`src/rtl/dht_pkg.sv`:
```
`timescale 1ns / 1ps
package dht_pkg;
  localparam int unsigned MaxSlots = 1024;
  localparam int unsigned SlotW = $clog2(MaxSlots);
  localparam int unsigned SizeW = 11;
  localparam int unsigned KeyW = 32;
  localparam int unsigned ValW = 32;
  localparam int unsigned CntW = $clog2(MaxSlots + 1);

  localparam logic [1:0] StFound = 2'd0;
  localparam logic [1:0] StMiss = 2'd1;
  localparam logic [1:0] StInserted = 2'd2;
  localparam logic [1:0] StFull = 2'd3;

  typedef struct packed {
    logic load;
    logic div_start;
    logic probe_rd;
    logic step;
    logic write;
    logic clr_step;
  } dht_cmd_t;

  typedef struct packed {
    logic div_done;
    logic clr_done;
    logic slot_valid;
    logic key_match;
    logic exhausted;
  } dht_stat_t;
endpackage

```
`src/rtl/dht_ctrl.sv`:
```
`timescale 1ns / 1ps
module dht_ctrl (
  input  logic                    clk_i,
  input  logic                    rst_ni,
  input  logic                    in_valid_i,
  output logic                    in_stall_o,
  input  logic                    cmd_i,
  output logic                    out_valid_o,
  input  logic                    out_stall_i,
  output logic [1:0]              status_o,
  output logic [dht_pkg::ValW-1:0] found_value_o,
  input  logic [dht_pkg::ValW-1:0] rd_val_i,
  input  dht_pkg::dht_stat_t      stat_i,
  output dht_pkg::dht_cmd_t       cmd_o
);
  import dht_pkg::*;

  localparam logic [2:0] SClear = 3'd0;
  localparam logic [2:0] SIdle = 3'd1;
  localparam logic [2:0] SDiv = 3'd2;
  localparam logic [2:0] SCheck = 3'd3;
  localparam logic [2:0] SRead = 3'd4;

  logic [2:0] state_q, state_d;
  logic enter_q, ovalid_q, ovalid_d;
  logic [1:0] status_q, status_d;
  logic [ValW-1:0] fval_q, fval_d;
  logic accept;

  assign in_stall_o = (state_q != SIdle) || (ovalid_q && out_stall_i);
  assign accept = in_valid_i && !in_stall_o;

  always_comb begin
    state_d = state_q;
    cmd_o = '0;
    ovalid_d = ovalid_q && out_stall_i;
    status_d = status_q;
    fval_d = fval_q;
    case (state_q)
      SClear: begin
        cmd_o.clr_step = !stat_i.clr_done;
        if (stat_i.clr_done) state_d = SIdle;
      end
      SIdle: if (accept) begin
        cmd_o.load = 1'b1;
        cmd_o.div_start = 1'b1;
        state_d = SDiv;
      end
      SDiv: if (stat_i.div_done) state_d = SCheck;
      SCheck: begin
        if (stat_i.exhausted) begin
          ovalid_d = 1'b1; status_d = StFull; fval_d = '0; state_d = SIdle;
        end else begin
          cmd_o.probe_rd = 1'b1;
          state_d = SRead;
        end
      end
      SRead: begin
        if (!stat_i.slot_valid) begin
          ovalid_d = 1'b1; fval_d = '0; state_d = SIdle;
          status_d = enter_q ? StInserted : StMiss;
          cmd_o.write = enter_q;
        end else if (stat_i.key_match) begin
          ovalid_d = 1'b1; status_d = StFound; fval_d = rd_val_i; state_d = SIdle;
        end else begin
          cmd_o.step = 1'b1;
          state_d = SCheck;
        end
      end
      default: state_d = SIdle;
    endcase
  end

  always_ff @(posedge clk_i or negedge rst_ni) begin
    if (!rst_ni) begin
      state_q <= SClear;
      ovalid_q <= 1'b0;
      enter_q <= 1'b0;
    end else begin
      state_q <= state_d;
      ovalid_q <= ovalid_d;
      if (accept) enter_q <= cmd_i;
    end
  end

  always_ff @(posedge clk_i) begin
    status_q <= status_d;
    fval_q <= fval_d;
  end

  assign out_valid_o = ovalid_q;
  assign status_o = status_q;
  assign found_value_o = fval_q;

  a_idle_accept: assert property (@(posedge clk_i) disable iff (!rst_ni)
    accept |-> state_q == SIdle) else $error("accept outside idle");
  a_write_only_enter: assert property (@(posedge clk_i) disable iff (!rst_ni)
    cmd_o.write |-> enter_q) else $error("write on find");
  a_result_once: assert property (@(posedge clk_i) disable iff (!rst_ni)
    (state_q != SIdle && state_d == SIdle && state_q != SClear) |=> ovalid_q)
    else $error("lost result");
endmodule

```
`config.mk`:
```
export PLATFORM = sky130hd
export DESIGN_NAME = dht_ctrl
export DESIGN_NICKNAME = d
export VERILOG_FILES = /design/src/rtl/dht_pkg.sv /design/src/rtl/dht_ctrl.sv
export SDC_FILE = /design/constraint.sdc
export NUM_CORES = 1
export LEC_CHECK = 0
export ABC_CLOCK_PERIOD_IN_PS = 5700
export BUFFER_PORTS_ARGS = -buffer_cell sky130_fd_sc_hd__buf_2
export CAP_MARGIN = 30
export CORE_MARGIN = 5
export CORE_UTILIZATION = 48
export CTS_CLUSTER_SIZE = 12
export DETAILED_ROUTE_END_ITERATION = 8
export HOLD_SLACK_MARGIN = 0.05
export PLACE_DENSITY = 0.94
export SLEW_MARGIN = 20
export SYNTH_ARGS = -nofsm -noshare
export SYNTH_HDL_FRONTEND = slang
export SYNTH_SLANG_ARGS = --single-unit
```
`constraint.sdc`:
```
create_clock -name clk_i -period 5.7 [get_ports clk_i]
set_input_delay 0.57 -clock clk_i [delete_from_list [all_inputs] [get_ports clk_i]]
set_output_delay 0.57 -clock clk_i [all_outputs]
set_load 0.005 [all_outputs]
```
# Yosys cells after proc, flatten, opt, wreduce, memory -nomap -nowiden
# Cells that the tools add are included.
[totals]
wordCells = 53
in_bits = 42
output_inout_bits = 42
ff_bits = 39
[classes]
muxes = 29
n_reduce_logical = 9
n_eq_ne = 10
[op_table]
columns = ["operator", "count"]
rows = [
  ["32-bit 2-to-1 mux", 3],
  ["32-bit case mux with 2 select lines", 1],
  ["2-bit 2-to-1 mux", 9],
  ["3-bit case mux with 5 select lines", 1],
  ["3-bit 2-to-1 mux", 4],
  ["1-bit 2-to-1 mux", 9],
  ["2-bit != test, second input constant", 4],
  ["3-bit by 2-bit equality test with 1-bit output, second input constant", 2],
  ["3-bit AND reduction", 2],
  ["2-bit case mux with 2 select lines", 1],
  ["3-bit by 1-bit equality test with 1-bit output, second input constant", 1],
  ["3-bit equality test, second input constant", 1],
  ["3-bit logical NOT", 1],
  ["3-bit by 1-bit != test with 1-bit output, second input constant", 1],
  ["3-bit != test, second input constant", 1],
  ["1-bit logical AND", 2],
  ["1-bit logical NOT", 2],
  ["1-bit case mux with 2 select lines", 1],
  ["2-bit nonzero test", 1],
  ["1-bit logical OR", 1],
]

# Depth between registers and ports, before layout
[depth]
depth_word = 6
mapped_depth = 5
mapped_depth_nobuf = 3

# Worst setup path before layout
# OpenSTA, ideal clock, no wires.
[synth_path]
path_kind = "register -> register"
from = "register state_q[1]"
to = "register fval_q[0], in the netlist found_value_o[0], enable pin"
required_time_ns = 5.303
arrival_ns = 1.794
path_stages_with_launch = 4
period_less_slack_ns = 2.191
setup_time_ns = 0.397
path_buffers = 1
path_slack_ns = 3.509
path_cell_list = "dfrtp_1 buf_6 nor3b_4 a32o_1"
[synth_via]
elab_chain_cells = 3
word_cells_on_any_way = 6
cone_classes = "4 x eq/ne; 2 x reduce/logical"
[synth_rtl]
columns = ["element", "line_no", "source"]
rows = [
  ["start: declaration", "dht_ctrl.sv:24", "logic [2:0] state_q, state_d;"],
  ["start signal: assignment", "dht_ctrl.sv:76", "state_q <= SClear;"],
  ["start signal: assignment", "dht_ctrl.sv:80", "state_q <= state_d;"],
  ["3-bit equality test / 3-bit by 2-bit equality test with 1-bit output (equally long branches)", "dht_ctrl.sv:39", "case (state_q)"],
  ["3-bit != test (no line) (tied with other cells)", "n/a", ""],
  ["3-bit AND reduction (no line) (*)", "n/a", ""],
  ["end signal: assignment", "dht_ctrl.sv:88", "fval_q <= fval_d;"],
  ["end: declaration", "dht_ctrl.sv:27", "logic [ValW-1:0] fval_q, fval_d;"],
]
# Mark *: on every way between the ends. The rest lies on a longest branch, timed or not.
# A chain may end at the register's enable or synchronous reset.

==> flow_summary.toml <==
[grt]
antenna_found_initial = 0
overflow = 0
grt_max_degree = 39
grt_pass1_vias = 1148
grtUsageTotal_pct = 16.0
grt_first_pass_wirelength_um = 5290

[floorplanning]
core_um2 = 3310
die_x_um = 68.1
placementRows = 21
io_pins = 84
start_util_pct = 48.9
dieHeight_um = 68.1
dieArea_um2 = 4640

[run]
maxCapViolations = 0

[finish]
final_core_utilization_pct = 64.1
syn_to_final_growth_pct = 31.0
nets = 234
layout-drive-gt1-share_pct = 52.3
final_common_cell = "buf_2"
ff_latch_area_um2 = 1150
n_antenna_cell = 0
multiInputGateArea_um2 = 388
final_cell_mix = "83 x buf_2, 34 x edfxtp_1, 28 x and3_1, 5 x clkbuf_4, 5 x dfrtp_1"
nFillCells = 264

[critical_path]
start_kind = "flip-flop"
crit_fanout = 30
worstPathArrival_ps = 1780
worstSetupPathType = "flip-flop to output port"
cpPeakStageDelay_ps = 510
crit_path_end_kind = "output port"
cp.required_ps = 5130
cp_slowest_cell = "dfrtp_1"
crit_chain = "nor3b_4 -> buf_6 -> nor3b_2 -> buf_2"

[power]
max-vdd-ir-drop_mv = 0.245
pwr-share-comb_pct = 23.1
seq_power_share_pct = 54.3
swShare_pct = 27.2
p_clk_share_pct = 22.6
power.leakage_nw = 0.983
p_int_uw = 561
cellPowerDensity_nw_per_um2 = 363
switching_power_uw = 209
power_uw = 770

[sta]
finalHoldViolations = 0
tightest_slew_ps = 482
post-route-min-period_ps = 2350
clock_skew_ps = 5.44
rsz0062_at_grt = "no"
slew_headroom_pct = 67.9
worst_slack_ps = 3350
setup_viol = 0
post-route-period-util_pct = 41.1
fmax_mhz = 426
maxSlewViolCount = 0
tns_ps = 0
hold_ws_ps = 418

[drt]
ant_nets = 0
vias = 1184
dr.pass1.iters = 5
via_per_inst = 4.95
totalWireLength_um = 3490
drtIter0Drc = 84
avgRoutedWirePerCell_um = 14.6
drc_errors = 0

[logic_synthesis]
synth_enable_flop_cells = 34
yosysSeqAreaShare_pct = 70.7
synth.top_cell.area_share_pct = 63.0
avgSynthCellArea_um2 = 14.9
synthCells = 109
yosysTopAreaCell = "edfxtp_1"
syn_area_um2 = 1620
synthTopCellsByArea = "edfxtp_1 63%, and3_1 11%, dfrtp_1 7.7%"
ys_warn_count = 0
synthFlopType = "edfxtp_1"
synth_seq_cells = 39
synth_fp_nets = 151
ys_types = 24
async_reset_ff_share_pct = 12.8

[cts]
clk_pin_slew_ps = 100
numCtsBuffers = 5
clkLatencyLatePin_ps = 330
clock_sinks = 39
cts-root-buf = "clkbuf_4"
cts.htree.levels = 2
clk_path_buf_depth = 2
cts_resized = 0
cts_tree = "done"

[placement]
pre_cts_ws_ps = 3370
port_buffers = 83
place_congestion = 0.816
hpwl_um = 2590

[min_path]
hold_path_class = "input port to flip-flop"

[run_status]
status = "completed"
## cells by family (layout without fill, tap and decap cells)
family          after synthesis  count (layout)  synth area share (%)
simple gates                 48              48                  19.6
flops                        39              39                  70.7
buf+inv                      13              97                  5.33
compound gates                7               7                  2.93
mux                           2               2                  1.39
## path summary, 6_finish.rpt
kind                                        startpoint                        endpoint  slack, ps  cells after the start
worst max-delay path            state_q[1]$_DFFE_PN0P_                        cmd_o[1]       3350                      4
max in group asynchronous                       rst_ni          state_q[0]$_DFFE_PN0P_       5010                      2
worst min-delay path                         stat_i[0]          state_q[2]$_DFFE_PN0P_        420                      2
min in group asynchronous                       rst_ni             enter_q$_DFFE_PN0P_        550                      2
worst min register to register     enter_q$_DFFE_PN0P_             enter_q$_DFFE_PN0P_        540                      1
worst max register to register  state_q[1]$_DFFE_PN0P_  found_value_o[9]$_SDFFCE_PN0P_       3670                      4
## per-stage QoR
| stage | cell area (um^2) | instances |
|---|---|---|
| after floorplan | 1620 | 109 |
| after global placement | 2030 | 229 |
| after detailed placement | 2030 | 229 |
| after CTS | 2110 | 238 |
| after global routing | 2120 | 239 |
| final | 2120 | 239 |
## critical path: cells and delay by family (launching register included)
| kind | cells | cell delay (ps) |
|---|---|---|
| flip-flops | 1 | 510 |
| AND/OR/NAND/NOR | 2 | 550 |
| buffers and inverters | 2 | 380 |
## sequential cells by signal (all words and copies together) (netlist names)
name,count
out_valid_o,1
status_o,2
state_q,3
found_value_o,32
enter_q,1
## cells in the mapped netlist, types with 2 or more instances
cell type and n:
clkbuf_1 4, nand2_1 3, nor2_1 4, nand2b_1 2
edfxtp_1 34, buf_4 2, o21ai_0 3, mux2_2 2
buf_6 4, and3_1 28, and3_2 4, inv_1 3
dfrtp_1 5
## layer usage
layer	routed length [um]	vias to the layer above	GRT usage (%)
li1	-	571	-
met1	1380	521	19.1
met2	1580	87	25.8
met3	485	5	7.06
met4	46	0	5.21
met5	0	-	0
## power groups by stage
stage / logic, mW / clock network, mW / registers, mW
detailed placement: 0.177 / 0 / 0.425
finish: 0.178 / 0.174 / 0.418
global placement: 0.174 / 0 / 0.421
global route: 0.199 / 0.195 / 0.426
floorplan: 0.106 / 0 / 0.419
CTS: 0.178 / 0.178 / 0.419
## final cells by class
cell class                 count  area share, %
tap                           46           2.71
clock buffer                   5           1.77
clock inverter                 3           1.83
inverter                       3          0.530
sequential                    39           54.0
timing repair buffer          86           20.9
multi-input combinational     57           18.3
## what timing repair did
| item | CTS | global route |
|---|---|---|
| setup endpoints to repair | 0 | 0 |
| hold buffers | 1 | 0 |
| endpoints found under the hold margin | 5 | 0 |
| setup buffers | 0 | 0 |
(Power assumes the default switching activity.)
